<file path="config.mk">
export PLATFORM = sky130hd
export DESIGN_NAME = uart_command_frame_controller
export DESIGN_NICKNAME = d
export VERILOG_FILES = /design/src/rtl/ucfc_pkg.sv /design/src/rtl/ucfc_front.sv /design/src/rtl/ucfc_queue.sv /design/src/rtl/ucfc_back.sv /design/src/rtl/uart_command_frame_controller.sv
export SDC_FILE = /design/constraint.sdc
export NUM_CORES = 1
export LEC_CHECK = 0
export BUFFER_PORTS_ARGS = -buffer_cell sky130_fd_sc_hd__buf_2
export CAP_MARGIN = 20
export CORE_ASPECT_RATIO = 2
export CORE_MARGIN = 2
export CORE_UTILIZATION = 46
export DETAILED_ROUTE_END_ITERATION = 8
export HOLD_SLACK_MARGIN = 0.05
export PLACE_DENSITY_LB_ADDON = 0.1
export SYNTH_ARGS = -nofsm -noshare
export SYNTH_HDL_FRONTEND = slang
export SYNTH_SLANG_ARGS = --single-unit
</file>
<file path="constraint.sdc">
create_clock -name i_clk -period 3 [get_ports i_clk]
set_clock_uncertainty 0.2 [all_clocks]
set_input_delay 0 -clock i_clk [delete_from_list [all_inputs] [get_ports i_clk]]
set_output_delay 0 -clock i_clk [all_outputs]
set_load 0.005 [all_outputs]
</file>
<file path="src/rtl/ucfc_pkg.sv">
package ucfc_pkg;

    localparam logic [1:0] OP_RX_BYTE = 2'd0;
    localparam logic [1:0] OP_SAMPLE  = 2'd1;
    localparam logic [1:0] OP_BUTTON  = 2'd2;

    localparam logic [7:0] START_BYTE  = 8'h41;
    localparam logic [7:0] CMD_TOGGLE1 = 8'h31;
    localparam logic [7:0] CMD_TOGGLE2 = 8'hD2;
    localparam logic [7:0] CMD_LIMITS  = 8'hD5;
    localparam logic [7:0] CMD_REPORT  = 8'hA1;

    localparam logic [2:0] LAST_BEAT = 3'd7;

    typedef struct packed {
        logic        report;
        logic [15:0] x;
        logic [15:0] y;
        logic        lvl_one;
        logic        lvl_two;
    } t_job;

endpackage

</file>
<file path="src/rtl/ucfc_front.sv">
module ucfc_front (
    input  logic            i_clk,
    input  logic            i_rst_n,
    input  logic            i_valid,
    output logic            o_ready,
    input  logic [1:0]      i_opcode,
    input  logic [7:0]      i_rx_byte,
    input  logic [15:0]     i_accel_x,
    input  logic [15:0]     i_accel_y,
    input  logic            i_full,
    output logic            o_push,
    output ucfc_pkg::t_job  o_job
);
    import ucfc_pkg::*;

    typedef enum logic [1:0] {
        PH_HUNT,
        PH_CMD,
        PH_CONFIG,
        PH_DATA
    } t_phase;

    t_phase      r_phase, n_phase;
    logic [1:0]  r_cnt, n_cnt;
    logic [7:0]  r_cmd, n_cmd;
    logic [15:0] r_cfg, n_cfg;
    logic [15:0] r_data_lo, n_data_lo;
    logic [15:0] r_lim_x, n_lim_x;
    logic [15:0] r_lim_y, n_lim_y;
    logic        r_lvl_one, n_lvl_one;
    logic        r_lvl_two, n_lvl_two;

    logic        w_accept;
    logic        w_report;
    logic [16:0] w_mag_x;
    logic [16:0] w_mag_y;

    assign o_ready  = !i_full;
    assign w_accept = i_valid && !i_full;
    assign o_push   = w_accept;

    assign w_mag_x = i_accel_x[15] ? (17'h10000 - {1'b0, i_accel_x}) : {1'b0, i_accel_x};
    assign w_mag_y = i_accel_y[15] ? (17'h10000 - {1'b0, i_accel_y}) : {1'b0, i_accel_y};

    always_comb begin
        n_phase   = r_phase;
        n_cnt     = r_cnt;
        n_cmd     = r_cmd;
        n_cfg     = r_cfg;
        n_data_lo = r_data_lo;
        n_lim_x   = r_lim_x;
        n_lim_y   = r_lim_y;
        n_lvl_one = r_lvl_one;
        n_lvl_two = r_lvl_two;
        w_report  = 1'b0;
        if (w_accept) begin
            unique case (i_opcode)
                OP_RX_BYTE: begin
                    unique case (r_phase)
                        PH_HUNT: begin
                            if (i_rx_byte == START_BYTE) begin
                                n_phase = PH_CMD;
                            end
                        end
                        PH_CMD: begin
                            n_cmd   = i_rx_byte;
                            n_cnt   = 2'd0;
                            n_phase = PH_CONFIG;
                        end
                        PH_CONFIG: begin
                            if (!r_cnt[0]) begin
                                n_cfg[7:0] = i_rx_byte;
                                n_cnt      = 2'd1;
                            end else begin
                                n_cfg[15:8] = i_rx_byte;
                                n_cnt       = 2'd0;
                                n_phase     = PH_DATA;
                            end
                        end
                        PH_DATA: begin
                            if (r_cnt == 2'd0) begin
                                n_data_lo[7:0] = i_rx_byte;
                            end
                            if (r_cnt == 2'd1) begin
                                n_data_lo[15:8] = i_rx_byte;
                            end
                            if (r_cnt == 2'd3) begin
                                n_cnt   = 2'd0;
                                n_phase = PH_HUNT;
                                priority if (r_cmd == CMD_TOGGLE1) begin
                                    n_lvl_one = !r_lvl_one;
                                end else if (r_cmd == CMD_TOGGLE2) begin
                                    n_lvl_two = !r_lvl_two;
                                end else if (r_cmd == CMD_LIMITS) begin
                                    n_lim_x = r_cfg;
                                    n_lim_y = r_data_lo;
                                end
                            end else begin
                                n_cnt = r_cnt + 2'd1;
                            end
                        end
                    endcase
                end
                OP_SAMPLE: begin
                    w_report = (w_mag_x > {1'b0, r_lim_x}) || (w_mag_y > {1'b0, r_lim_y});
                end
                OP_BUTTON: begin
                    n_lim_x = 16'h0000;
                    n_lim_y = 16'h0000;
                end
                default: begin
                end
            endcase
        end
    end

    always_comb begin
        o_job.report  = w_report;
        o_job.x       = i_accel_x;
        o_job.y       = i_accel_y;
        o_job.lvl_one = n_lvl_one;
        o_job.lvl_two = n_lvl_two;
    end

    always_ff @(posedge i_clk) begin
        if (!i_rst_n) begin
            r_phase   <= PH_HUNT;
            r_cnt     <= 2'd0;
            r_lim_x   <= 16'h0000;
            r_lim_y   <= 16'h0000;
            r_lvl_one <= 1'b0;
            r_lvl_two <= 1'b0;
        end else begin
            r_phase   <= n_phase;
            r_cnt     <= n_cnt;
            r_lim_x   <= n_lim_x;
            r_lim_y   <= n_lim_y;
            r_lvl_one <= n_lvl_one;
            r_lvl_two <= n_lvl_two;
        end
        r_cmd     <= n_cmd;
        r_cfg     <= n_cfg;
        r_data_lo <= n_data_lo;
    end

endmodule

</file>
<file path="src/rtl/ucfc_queue.sv">
module ucfc_queue #(
    parameter int DEPTH = 4
) (
    input  logic            i_clk,
    input  logic            i_rst_n,
    input  logic            i_push,
    input  ucfc_pkg::t_job  i_job,
    output logic            o_full,
    input  logic            i_pop,
    output logic            o_empty,
    output ucfc_pkg::t_job  o_job
);
    import ucfc_pkg::*;

    localparam int AW = $clog2(DEPTH);
    localparam int CW = $clog2(DEPTH + 1);

    t_job            r_mem [DEPTH];
    logic [AW-1:0]   r_wptr, n_wptr;
    logic [AW-1:0]   r_rptr, n_rptr;
    logic [CW-1:0]   r_count, n_count;

    assign o_full  = (r_count == CW'(DEPTH));
    assign o_empty = (r_count == '0);
    assign o_job   = r_mem[r_rptr];

    always_comb begin
        n_wptr  = r_wptr;
        n_rptr  = r_rptr;
        n_count = r_count;
        if (i_push) begin
            n_wptr = (r_wptr == AW'(DEPTH - 1)) ? '0 : r_wptr + AW'(1);
        end
        if (i_pop) begin
            n_rptr = (r_rptr == AW'(DEPTH - 1)) ? '0 : r_rptr + AW'(1);
        end
        if (i_push && !i_pop) begin
            n_count = r_count + CW'(1);
        end else if (i_pop && !i_push) begin
            n_count = r_count - CW'(1);
        end
    end

    always_ff @(posedge i_clk) begin
        if (!i_rst_n) begin
            r_wptr  <= '0;
            r_rptr  <= '0;
            r_count <= '0;
        end else begin
            r_wptr  <= n_wptr;
            r_rptr  <= n_rptr;
            r_count <= n_count;
        end
        if (i_push) begin
            r_mem[r_wptr] <= i_job;
        end
    end

`ifndef NO_ASSERTIONS
    a_no_overflow: assert property (@(posedge i_clk) disable iff (!i_rst_n)
        o_full |-> !i_push)
        else $error("queue written while full");
    a_no_underflow: assert property (@(posedge i_clk) disable iff (!i_rst_n)
        o_empty |-> !i_pop)
        else $error("queue read while empty");
`endif

endmodule

</file>
<file path="src/rtl/ucfc_back.sv">
module ucfc_back (
    input  logic            i_clk,
    input  logic            i_rst_n,
    input  logic            i_empty,
    input  ucfc_pkg::t_job  i_job,
    output logic            o_pop,
    output logic            o_valid,
    input  logic            i_ready,
    output logic [15:0]     o_data,
    output logic            o_user,
    output logic            o_last
);
    import ucfc_pkg::*;

    typedef enum logic {
        ST_IDLE,
        ST_SEND
    } t_state;

    t_state      r_state, n_state;
    logic [2:0]  r_beat, n_beat;
    t_job        r_job, n_job;
    logic        r_valid, n_valid;
    logic [15:0] r_data, n_data;
    logic        r_user, n_user;
    logic        r_last, n_last;

    logic        w_adv;
    logic        w_final;
    logic [7:0]  w_byte;

    assign w_adv   = !r_valid || i_ready;
    assign w_final = !r_job.report || (r_beat == LAST_BEAT);

    always_comb begin
        unique case (r_beat)
            3'd0:    w_byte = START_BYTE;
            3'd1:    w_byte = CMD_REPORT;
            3'd4:    w_byte = r_job.y[7:0];
            3'd5:    w_byte = r_job.y[15:8];
            3'd6:    w_byte = r_job.x[7:0];
            3'd7:    w_byte = r_job.x[15:8];
            default: w_byte = 8'h00;
        endcase
        if (!r_job.report) begin
            w_byte = 8'h00;
        end
    end

    always_comb begin
        n_state = r_state;
        n_beat  = r_beat;
        n_job   = r_job;
        n_valid = r_valid && !i_ready;
        n_data  = r_data;
        n_user  = r_user;
        n_last  = r_last;
        o_pop   = 1'b0;
        unique case (r_state)
            ST_IDLE: begin
                if (!i_empty) begin
                    o_pop   = 1'b1;
                    n_job   = i_job;
                    n_beat  = 3'd0;
                    n_state = ST_SEND;
                end
            end
            ST_SEND: begin
                if (w_adv) begin
                    n_valid = 1'b1;
                    n_data  = {6'b0, r_job.lvl_two, r_job.lvl_one, w_byte};
                    n_user  = r_job.report;
                    n_last  = w_final;
                    if (w_final) begin
                        n_beat = 3'd0;
                        if (!i_empty) begin
                            o_pop = 1'b1;
                            n_job = i_job;
                        end else begin
                            n_state = ST_IDLE;
                        end
                    end else begin
                        n_beat = r_beat + 3'd1;
                    end
                end
            end
        endcase
    end

    always_ff @(posedge i_clk) begin
        if (!i_rst_n) begin
            r_state <= ST_IDLE;
            r_beat  <= 3'd0;
            r_valid <= 1'b0;
        end else begin
            r_state <= n_state;
            r_beat  <= n_beat;
            r_valid <= n_valid;
        end
        r_job  <= n_job;
        r_data <= n_data;
        r_user <= n_user;
        r_last <= n_last;
    end

    assign o_valid = r_valid;
    assign o_data  = r_data;
    assign o_user  = r_user;
    assign o_last  = r_last;

`ifndef NO_ASSERTIONS
    a_idle_single: assert property (@(posedge i_clk) disable iff (!i_rst_n)
        (o_valid && !o_user) |-> (o_last && (o_data[7:0] == 8'h00)))
        else $error("idle result not a single zero transfer");
    a_frame_gapless: assert property (@(posedge i_clk) disable iff (!i_rst_n)
        (o_valid && o_user && !o_last && i_ready) |=> (o_valid && o_user))
        else $error("report frame broken by a gap");
    a_beat_idle: assert property (@(posedge i_clk) disable iff (!i_rst_n)
        (r_state == ST_IDLE) |-> (r_beat == 3'd0))
        else $error("beat count left running while idle");
`endif

endmodule

</file>
<file path="src/rtl/uart_command_frame_controller.sv">
// Serial command-frame controller with accelerometer threshold reporting.
// Input channel (s_axis): one transfer per item; tuser carries the opcode
// (received byte, accelerometer sample, button press), tdata the byte and
// the two signed sample axes. Output channel (m_axis): one transfer per
// result; tuser marks a frame byte, tdata carries the byte and both
// indicator levels, tlast marks the final result of an item.
// A reporting sample gives an 8-transfer frame, every other item gives one
// transfer with tuser low. The front parser and threshold compare take one
// item per cycle while the queue is not full; the back sequencer emits one
// result per cycle while the receiver is ready. An item's first result goes
// through the job queue, the back job register and the output register.
// A QUEUE_DEPTH-entry job queue sits between front and back; s_axis_tready
// drops only when it is full. When the receiver stalls, the output register
// holds its transfer, the back end halts and the queue absorbs items.
// Reset clears the parser, both thresholds, both indicators, the queue and
// the output register.
module uart_command_frame_controller #(
    parameter int QUEUE_DEPTH = 4
) (
    input  logic        i_clk,
    input  logic        i_rst_n,
    input  logic        s_axis_tvalid,
    output logic        s_axis_tready,
    input  logic [39:0] s_axis_tdata,   // rx_byte[7:0], accel_x[23:8], accel_y[39:24]
    input  logic [1:0]  s_axis_tuser,   // opcode[1:0]
    output logic        m_axis_tvalid,
    input  logic        m_axis_tready,
    output logic [15:0] m_axis_tdata,   // tx_byte[7:0], indicator_one[8], indicator_two[9]
    output logic        m_axis_tuser,   // tx_valid[0]
    output logic        m_axis_tlast
);
    import ucfc_pkg::*;

    logic w_full;
    logic w_push;
    logic w_empty;
    logic w_pop;
    t_job w_front_job;
    t_job w_queue_job;

    ucfc_front u_front (
        .i_clk     (i_clk),
        .i_rst_n   (i_rst_n),
        .i_valid   (s_axis_tvalid),
        .o_ready   (s_axis_tready),
        .i_opcode  (s_axis_tuser),
        .i_rx_byte (s_axis_tdata[7:0]),
        .i_accel_x (s_axis_tdata[23:8]),
        .i_accel_y (s_axis_tdata[39:24]),
        .i_full    (w_full),
        .o_push    (w_push),
        .o_job     (w_front_job)
    );

    ucfc_queue #(
        .DEPTH (QUEUE_DEPTH)
    ) u_queue (
        .i_clk   (i_clk),
        .i_rst_n (i_rst_n),
        .i_push  (w_push),
        .i_job   (w_front_job),
        .o_full  (w_full),
        .i_pop   (w_pop),
        .o_empty (w_empty),
        .o_job   (w_queue_job)
    );

    ucfc_back u_back (
        .i_clk   (i_clk),
        .i_rst_n (i_rst_n),
        .i_empty (w_empty),
        .i_job   (w_queue_job),
        .o_pop   (w_pop),
        .o_valid (m_axis_tvalid),
        .i_ready (m_axis_tready),
        .o_data  (m_axis_tdata),
        .o_user  (m_axis_tuser),
        .o_last  (m_axis_tlast)
    );

endmodule

</file>
* Word level (Yosys, flattened, before mapping)
Memory sizes are Yosys's and may differ from the RTL's. A register that Yosys moved wholly into a read port is not among the register bits.
Cells that the tools add are included.
** Operators by class
- Add/sub/neg operators :: 8
- Order comparisons :: 2
- Eq/ne operators :: 30
- Mux-type cells :: 60
- Bitwise gates (word level) :: 2
- Reductions and logical operators :: 34
** Operators with widths (number)
- two-way mux 16 bit :: 10
- two-way mux 35 bit :: 3
- one-hot mux 35 bit (2 select lines) :: 1
- one-hot mux 16 bit (2 select lines) :: 2
- one-hot mux 8 bit (6 select lines) :: 1
- greater-than comparator 17 x 16 -> 1 bit :: 2
- two-way mux 17 bit :: 2
- subtractor 17 x 16 -> 17 bit, first input constant :: 2
- two-way mux 1 bit :: 23
- equality test 8 bit, second input constant :: 2
- two-way mux 2 bit :: 8
- AND reduction 4 bit :: 4
- equality test 3 bit, second input constant :: 5
- two-way mux 3 bit :: 5
- equality test 2 bit, second input constant :: 6
- inequality test 2 x 1 -> 1 bit, second input constant :: 6
- inequality test 2 bit, second input constant :: 5
- equality test 8 x 6 -> 1 bit, second input constant :: 1
- equality test 8 x 7 -> 1 bit, second input constant :: 1
- zero test 1 bit :: 8
- one-hot mux 2 bit (4 select lines) :: 1
- AND reduction 7 bit :: 1
- adder 2 x 1 -> 2 bit, second input constant :: 3
- adder 3 x 1 -> 3 bit, second input constant :: 2
- 16 further kinds :: 32
** Word-level totals
- Flip-flop bits (word level) :: 137
- Memory bits (writable) :: 140
- Input bits :: 46
- Output and inout port bits :: 20
- Logic and storage cells :: 163
- Memories :: 1
** Memories
- u_queue.r_mem :: depth 4, bits a word 35, rd ports 1, clocked after memory_dff 1, write ports 1, RTL line ucfc_queue.sv:18 : t_job r_mem [DEPTH];

* Depth between registers and ports, before layout
Gate-level depths: netlist of the first run.
- Depth after elaboration :: 8
- Gate-level depth with buffers :: 12
- Gate-level depth less buffers :: 12

* Cells and area by module
Synthesis of the first run repeated with hierarchy kept, for this count alone.
** Second synthesis, totals
- Cell total of the unflattened synthesis :: 834
- Area total of the unflattened synthesis :: 12316.8 sq um
** Modules (own cells, without submodules)
- ucfc_queue :: instances 1, cells an instance 227, area an instance 5560.3 sq um, seq. area each 4384.2 sq um
- ucfc_front :: instances 1, cells an instance 486, area an instance 4694.5 sq um, seq. area each 1961.9 sq um
- ucfc_back :: instances 1, cells an instance 121, area an instance 2062.0 sq um, seq. area each 1511.4 sq um

* Least setup slack after synthesis of the first run
No wires, ideal clock.
- Kind :: input to register
- Start :: input s_axis_tdata[32]
- End :: memory u_queue.r_mem[0][34] (netlist name), data pin
- Library setup time :: 266 ps
- Arrival time :: 2475 ps
- Data required time :: 2534 ps
- Path slack :: 59 ps
- Cell stages on the path :: 10
- Path buffers :: 0
- Path through :: or4_1 or4_1 or2_1 nor4b_2 ha_1 nand3_1 nor4_1 a221oi_1 o2111ai_1 a22o_1
** On the way
- Longest elaborated chain between the ends :: 6
** Ends and longest elaborated chain
- start, declared :: RTL line uart_command_frame_controller.sv:24 : input logic [39:0] s_axis_tdata,
- subtractor 17 x 16 -> 17 bit :: RTL line ucfc_front.sv:43 : assign w_mag_y = i_accel_y[15] ? (17'h10000 - {1'b0, i_accel_y}) : {1'b0, i_accel_y};
- two-way mux 17 bit * :: RTL line ucfc_front.sv:43
- greater-than comparator 17 x 16 -> 1 bit * :: RTL line ucfc_front.sv:105 : w_report = (w_mag_x > {1'b0, r_lim_x}) || (w_mag_y > {1'b0, r_lim_y});
- logical OR 1 bit * :: RTL line ucfc_front.sv:105
- two-way mux 1 bit * :: RTL line ucfc_front.sv:57 : unique case (i_opcode)
- two-way mux 1 bit * :: RTL line ucfc_front.sv:56 : if (w_accept) begin
- net u_front.w_report :: RTL line ucfc_front.sv:34 : logic w_report;
- end, declared :: RTL line ucfc_queue.sv:18
Mark *: on every way through the listed nets, which the timed path passes. The rest lies on a longest branch.

* Worst setup path after layout of the first run
- Start :: input s_axis_tdata[20]
- End :: memory u_queue.r_mem[0][34] (netlist name), data pin
** On the way
- Longest elaborated chain between the ends :: 6
** Ends and longest elaborated chain
- subtractor 17 x 16 -> 17 bit :: RTL line ucfc_front.sv:42 : assign w_mag_x = i_accel_x[15] ? (17'h10000 - {1'b0, i_accel_x}) : {1'b0, i_accel_x};
- two-way mux 17 bit * :: RTL line ucfc_front.sv:42
- greater-than comparator 17 x 16 -> 1 bit * :: RTL line ucfc_front.sv:105
- logical OR 1 bit * :: RTL line ucfc_front.sv:105
- two-way mux 1 bit * :: RTL line ucfc_front.sv:57
- two-way mux 1 bit * :: RTL line ucfc_front.sv:56
- net u_front.w_report :: RTL line ucfc_front.sv:34
Marked as above.

==> results of run 1 <==
[critical path, cell delays in order]
cell and delay [ns]:
dlygate4sd3_1 0.53, buf_2 0.13, or4_1 0.56, or2_4 0.27, nor4b_4 0.26, ha_1 0.28, nand3_2 0.10, nor2_1 0.06
nor4_2 0.28, o211ai_1 0.16, a22o_1 0.29
[how the worst max path moves through the flow]
stage / to / slack (ns) / cells past startpoint
5_1_grt: u_queue.r_count[2]$_SDFFE_PN0P_ / 0.008 / 11
2_1_floorplan: u_queue.r_mem[0][34]$_DFFE_PP_ / 0.06 / 10
4_1_cts: u_queue.r_mem[1][34]$_DFFE_PP_ / 0.01 / 11
3_3_place_gp: u_queue.r_mem[0][34]$_DFFE_PP_ / -0.44 / 11
3_5_place_dp: u_queue.r_mem[3][34]$_DFFE_PP_ / -0.56 / 11
6_report: u_queue.r_mem[0][34]$_DFFE_PP_ / 0.12 / 11
[cell usage after synthesis (2+ instances only)]
library cell,number
a21boi_0,10
a21oi_1,20
a222oi_1,4
a22oi_1,4
a31oi_1,6
and2_1,36
and3_1,7
buf_2,4
buf_4,6
buf_6,5
clkbuf_1,20
dfxtp_1,52
edfxtp_1,227
ha_1,53
inv_1,48
mux2i_1,33
mux4_2,35
nand2_1,64
nand2b_1,9
nand3_1,11
nand3b_1,2
nand4_1,6
nor2_1,18
nor2b_1,9
nor3_1,5
nor4_1,3
nor4b_2,2
o2111ai_1,2
o21ai_0,22
o31ai_1,6
o41ai_1,6
or2_1,2
or3_1,5
or4_1,5
or4b_2,2
xnor2_1,29
[sequential cells by signal, indices dropped and copies added (netlist names), named ones only]
| register | flops |
|---|---|
| u_front.r_cfg | 16 |
| u_back.r_state | 1 |
| u_front.r_phase | 2 |
| u_queue.r_wptr | 2 |
| u_front.r_data_lo | 16 |
| u_back.o_data | 10 |
| u_front.r_lvl_two | 1 |
| u_back.r_job | 35 |
| u_front.r_cnt | 2 |
| u_front.r_lim_x | 16 |
| u_queue.r_rptr | 2 |
| u_queue.r_mem | 140 |
| u_back.o_user | 1 |
| u_front.r_cmd | 8 |
| u_back.r_beat | 3 |
| u_front.r_lvl_one | 1 |
| u_back.o_last | 1 |
| u_front.r_lim_y | 16 |
| u_queue.r_count | 3 |
| u_back.o_valid | 1 |
[cell usage in the layout, fill, tap and decap left out, types with 10 or more instances in the layout]
cell / Yosys / routed
dfxtp_1: 52 / 51
mux4_2: 35 / 35
buf_2: 4 / 59
edfxtp_1: 227 / 227
mux2i_1: 33 / 33
nor2_1: 18 / 18
and2_1: 36 / 36
xnor2_1: 29 / 29
o21ai_0: 22 / 21
clkbuf_16: 0 / 25
buf_4: 6 / 46
ha_1: 53 / 53
dlygate4sd3_1: 0 / 46
a21oi_1: 20 / 20
inv_1: 48 / 48
nand2_1: 64 / 63
a21boi_0: 10 / 10
[final cells by class]
type | count | area (um^2) | area share [%]
flip-flops and latches | 279 | 7860 | 55.4
multi-input cells | 442 | 3820 | 26.9
inverters | 48 | 180 | 1.27
well taps | 340 | 425 | 3.00
clock buffers | 30 | 644 | 4.54
clock inverters | 15 | 148 | 1.04
repair buffers | 152 | 1120 | 7.86
[kinds of logic after synthesis]
family | Yosys count | synth area share [%]
fa+ha+maj | 54 | 5.72
xor+xnor | 30 | 2.20
flops | 279 | 65.8
other cells | 1 | 0.0314
buf+inv | 83 | 3.15
compound gates | 89 | 4.90
mux | 68 | 9.37
simple gates | 195 | 8.81
[report_power, final]
| group | total [mW] | internal [mW] | switching (mW) |
|---|---|---|---|
| registers | 5.16 | 4.91 | 0.253 |
| logic | 1.82 | 0.832 | 0.984 |
| clock network | 3.14 | 1.79 | 1.35 |
[stage by stage]
stage | setup TNS (ns) | area (um^2) | util (%) | hold slack (ns)
floorplan | 0 | 12000 | - | -0.101
global placement | -1.75 | 12800 | 50.0 | 0.0698
detailed placement | -2.23 | 12800 | 50.0 | 0.0825
CTS | 0 | 14100 | 54.9 | 0.0577
global route | 0 | 14200 | 55.3 | 0.113
finish | 0 | 14200 | 55.3 | 0.0831
[timing repair]
item | CTS | global route
setup endpoints to repair | 4 | 5
pin swaps | 0 | 6
endpoints found under the hold margin | 220 | 0
resized for setup | 1 | 16
hold buffers | 46 | 0
buffers inserted | 0 | 1
[routing by layer]
layer	GRT usage, %	routed length [um]	vias to the layer above
met2	37.3	14300	124
met5	0	11	-
met1	19.1	9020	3453
met3	2.11	680	55
met4	8.43	1050	2
li1	-	-	3276
==> impl_results.md, run 1 <==
- Worst min-delay path category: in -> reg
- FILL cells: 2102
- Final Setup Violations: 0
- Number of antenna diodes: 0
- Main flop type after synthesis: edfxtp_1
- Post-synth top area share: 57.1%
- PwrDens: 712 mW/mm^2
- Ports: 66
- Drt total wl: 25100 um
- Number of buffers created by CTS: 25
- Non-filler cells, final: 1306
- Via count: 6910
- Synth warnings: 0
- Worst setup startpoint: s_axis_tdata[20]
- Cells after synthesis: 799
- CP Data Required Time: 3.06 ns
- Peak VDD IR: 471 uV
- Arrival time at the worst endpoint: 2.94 ns
- R2R setup slack: 0.21 ns
- Drt pass-1 iters: 5
- Status: finished clean
- Unrepaired setup endpoints after global routing: false
- EDFF count, synth: 227
- Die X: 118 um
- Reg2Reg Depth: 11
- Synth Cell Area: 0.0119 mm^2
- Tot GR Track Use: 18.7%
- FMAX: 347 MHz
- Wirelength per Cell: 19.2 um
- Max_cap viols: 0
- Worst slew pin tran: 0.739 ns
- Period utilization: 96.0%
- TritonCTS Sinks: 279
- Drt initial violations: 370
- Syn_area_per_cell: 14.9 um^2
- DRT antenna net count: 0
- Pre-CTS setup slack: -0.558 ns
- Hold path start: s_axis_tuser[0]
- Buffers on Ports: 59
- Vias per cell: 5.29
- Initial antenna violation count: 1
- Sequential area share after synthesis: 65.8%
- Hold path depth: 6
- Initial core utilization: 46.5%
- CTS tree: yes
- Total gr overflow: 0
- Netlist cell types: 57
- Relative slew slack: 50.8%
- Kind of critical path: in -> reg
- Hold Fails Final Rpt: 0
- Vias in the first global route: 7338
- Fin nets: 1048
- Layout area overhead: 18.9%
- Reg2reg end: u_queue.r_count[2]$_SDFFE_PN0P_
- Reg2reg start: u_back.r_beat[0]$_SDFFE_PN0P_
- Layout cells sized above 1: 20.4%
- Core ar.: 0.0257 mm^2
- Async SR Flop Fraction: 0%
- Crit path launch type: input port
- Root Buffer: clkbuf_16
- Total power: 10.1 mW
- CTS HTree Levels: 1
- P_leak: 5.02 nW
- Clock transition at path regs: 0.06 ns
- Pin count of the biggest net entering global routing: 51
- Main area contributors after synthesis: edfxtp_1 (57%), dfxtp_1 (8.7%), mux4_2 (6.6%), ha_1 (5.6%), mux2i_1 (2.8%)
- Max Slew Vio Count: 0
- Crit path max fanout: 4
- Setup ws final: 0.119 ns
- CTS Buffer Depth: 3
- Hold Path End: u_front.r_cnt[1]$_SDFFE_PN0P_
- Synth Register Bits: 279
- Final worst path period need: 2.88 ns
- Cell taking the most area after synthesis: edfxtp_1
- Clk Latency, worst-skew pair: 0.52 ns
- Crit end category: register
- Row count: 83
- DPL Wire Length: 17800 um
- Die Footprint: 0.0273 mm^2
- First-pass GRT wire length: 39600 um
- # DRC: 0
- Die height: 232 um
- Cells after DPL: 1213
- GPL Wtd Cong: 0.865
Power figures use the tool's default switching activity.
==> run 2, diff against run 1 <==
- PLACE_DENSITY: unset -> 0.65
- PLACE_DENSITY_LB_ADDON: 0.1 -> unset
==> impl_results.md, run 2 (synthesis results as in run 1) <==
- Status: finished clean (unchanged)
- Crit end category: register (unchanged)
- Hold Fails Final Rpt: 0 (unchanged)
- CTS Buffer Depth: 3 (unchanged)
- Ports: 66 (unchanged)
- Root Buffer: clkbuf_16 (unchanged)
- Max FFs per register: 140 (unchanged)
- Sequential cell area: 0.00786 mm^2 (unchanged)
- Most frequent cells in the layout: edfxtp_1 (227), nand2_1 (64), buf_2 (59) (was edfxtp_1 (227), nand2_1 (63), buf_2 (59))
- Wirelength per Cell: 18.1 um (was 19.2 um)
- Die X: 118 um (unchanged)
- CP Depth: 11 (unchanged)
- Fin nets: 1054 (was 1048)
- Final Setup Violations: 0 (unchanged)
- Pre-CTS setup slack: -0.482 ns (was -0.558 ns)
- Area taken by multi-input logic gates: 0.00375 mm^2 (was 0.00382 mm^2)
- Die height: 232 um (unchanged)
- Pin count of the biggest net entering global routing: 51 (unchanged)
- Met3 Use GR: 2.41% (was 2.11%)
- PwrDens: 704 mW/mm^2 (was 712 mW/mm^2)
- Delay-heaviest family, CP: simple AND/OR/NAND/NOR gates (unchanged)
- Relative slew slack: 34.5% (was 50.8%)
- Vias in the first global route: 7033 (was 7338)
- Max Slew Vio Count: 0 (unchanged)
- Period utilization: 94.9% (was 96.0%)
- Buf/Inv on CP: 2 (unchanged)
- TritonCTS Sinks: 279 (unchanged)
- Non-filler cells, final: 1311 (was 1306)
- Tot GR Track Use: 17.7% (was 18.7%)
- Peak VDD IR: 414 uV (was 471 uV)
- Crit path launch type: input port (unchanged)
- Top flop regs: u_queue.r_mem: 140 flops, u_back.r_job: 35 flops (unchanged)
- Vias per cell: 5.26 (was 5.29)
- Setup ws final: 0.152 ns (was 0.119 ns)
- Crit-path slowest cell: or4_1 (unchanged)
- FILL cells: 2119 (was 2102)
- Total gr overflow: 0 (unchanged)
- Reg2Reg Depth: 11 (unchanged)
- CP Data Required Time: 3.06 ns (about the same)
- # DRC: 0 (unchanged)
- Via count: 6900 (was 6910)
- CTS HTree Levels: 1 (unchanged)
- Combinational fraction of design power: 18.7% (was 18.0%)
- CP peak stage delay: 0.58 ns (was 0.56 ns)
- GRT busiest layer: met2 (unchanged)
- Drt initial violations: 378 (was 370)
- Cells after DPL: 1222 (was 1213)
- DRT antenna net count: 0 (unchanged)
- WHS: 0.0929 ns (was 0.0831 ns)
- Crit path max fanout: 6 (was 4)
- Switching pwr: 2.57 mW (was 2.59 mW)
- Internal: 7.39 mW (was 7.53 mW)
- Clock share of power: 29.8% (was 31.0%)
- Most common cell after layout, fill and taps aside: edfxtp_1 (unchanged)
- Buffers on Ports: 59 (unchanged)
- GPL Wtd Cong: 0.815 (was 0.865)
- Arrival time at the worst endpoint: 2.91 ns (was 2.94 ns)
- Sw Ratio: 25.8% (was 25.6%)
- Top reg by flops: u_queue.r_mem (unchanged)
- Clk Latency, worst-skew pair: 0.53 ns (was 0.52 ns)
- DPL Wire Length: 16900 um (was 17800 um)
- Row count: 83 (unchanged)
- Worst min-delay path category: in -> reg (unchanged)
- Drt total wl: 23800 um (was 25100 um)
- First-pass GRT wire length: 37400 um (was 39600 um)
- Worst slew pin tran: 0.980 ns (was 0.739 ns)
- FMAX: 351 MHz (was 347 MHz)
- P_leak: 5.01 nW (was 5.02 nW)
- Clock transition at path regs: 0.06 ns (about the same)
- Drt pass-1 iters: 4 (was 5)
- Final TNS setup: 0 ns (unchanged)
- CP cell instances: dlygate4sd3_1, buf_2, or4_1, or2_1, nor4b_2, ha_1, nand3_1, nor4_2, a221oi_2, o2111ai_1, a22o_1 (was dlygate4sd3_1, buf_2, or4_1, or2_4, nor4b_4, ha_1, nand3_2, nor2_1, nor4_2, o211ai_1, a22o_1)
- Die Footprint: 0.0273 mm^2 (unchanged)
- Layout cells sized above 1: 20.2% (was 20.4%)
- Initial core utilization: 46.5% (unchanged)
- Unrepaired setup endpoints after global routing: false (unchanged)
- Number of buffers created by CTS: 24 (was 25)
- CTS tree: yes (unchanged)
- Final worst path period need: 2.85 ns (was 2.88 ns)
- Sequential power share: 51.5% (was 51.0%)
- Max_cap viols: 0 (unchanged)
- Hold path depth: 2 (was 6)
- GRT met2 Usage: 34.2% (was 37.3%)
- Kind of critical path: in -> reg (unchanged)
- Layout area overhead: 18.5% (was 18.9%)
- Core ar.: 0.0257 mm^2 (unchanged)
- GR Layer Usage met1: 17.7% (was 19.1%)
- Initial antenna violation count: 3 (was 1)
==> run 2: per-layer routing <==
| layer | part of all wire [%] | vias to the layer above |
|---|---|---|
| met1 | 35 | 3410 |
| met2 | 56 | 143 |
| li1 | - | 3280 |
| met4 | 5.7 | 2 |
| met3 | 3.4 | 65 |
| met5 | 0.067 | - |
==> run 2: final timing paths <==
path,from,to,slack [ns]
hold reg to reg,u_back.r_job[1]$_DFFE_PP_,u_back.o_data[8]$_DFFE_PP_,0.22
setup reg to reg,u_back.r_beat[1]$_SDFFE_PN0P_,u_queue.r_count[2]$_SDFFE_PN0P_,0.19
hold / removal,s_axis_tdata[5],u_front.r_data_lo[5]$_DFFE_PP_,0.09
setup / recovery,s_axis_tdata[36],u_queue.r_mem[3][34]$_DFFE_PP_,0.15
==> run 2: through the flow <==
step	area, um^2	power, mW	util (%)
global placement	12900	7.02	50.3
CTS	14100	10.1	55.0
detailed placement	12900	7.06	50.3
floorplan	12000	6.32	-
finish	14100	9.97	55.2
global route	14100	10.4	55.1
==> run 2: layout make-up <==
| cell class | count | share of cell area [%] |
|---|---|---|
| flip-flops and latches | 279 | 55.5 |
| multi-input cells | 442 | 26.5 |
| repair buffers | 159 | 8.38 |
| clock buffers | 25 | 4.27 |
| well taps | 340 | 3.01 |
| inverters | 48 | 1.27 |
| clock inverters | 16 | 0.973 |
| diodes | 2 | 0.0354 |
==> run 2: power groups by stage <==
stage	registers, mW	logic [mW]	clock network [mW]
after floorplan	5.11	1.21	0
after global placement	5.21	1.81	0
after detailed placement	5.23	1.83	0
after CTS	5.14	1.89	3.04
after global routing	5.19	2.04	3.18
final	5.14	1.86	2.97
==> run 2: what timing repair did <==
| action | in CTS | in global routing |
|---|---|---|
| buffers inserted | 0 | 0 |
| pin swaps | 0 | 3 |
| gates resized for setup | 1 | 5 |
| endpoints found under the setup margin | 1 | 5 |
| endpoints found under the hold margin | 220 | 0 |
| hold buffers | 46 | 0 |
==> run 2: worst reg2reg max path, delay by kind of cell (launching register included) <==
kind                     cells  cell delay, ns
adder cells (fa/ha/maj)      4            1.07
flip-flops                   1            0.35
XOR/XNOR                     1            0.17
AO/OA/AOI/OAI                2            0.27
AND/OR/NAND/NOR              3            0.60
buffers and inverters        1            0.07
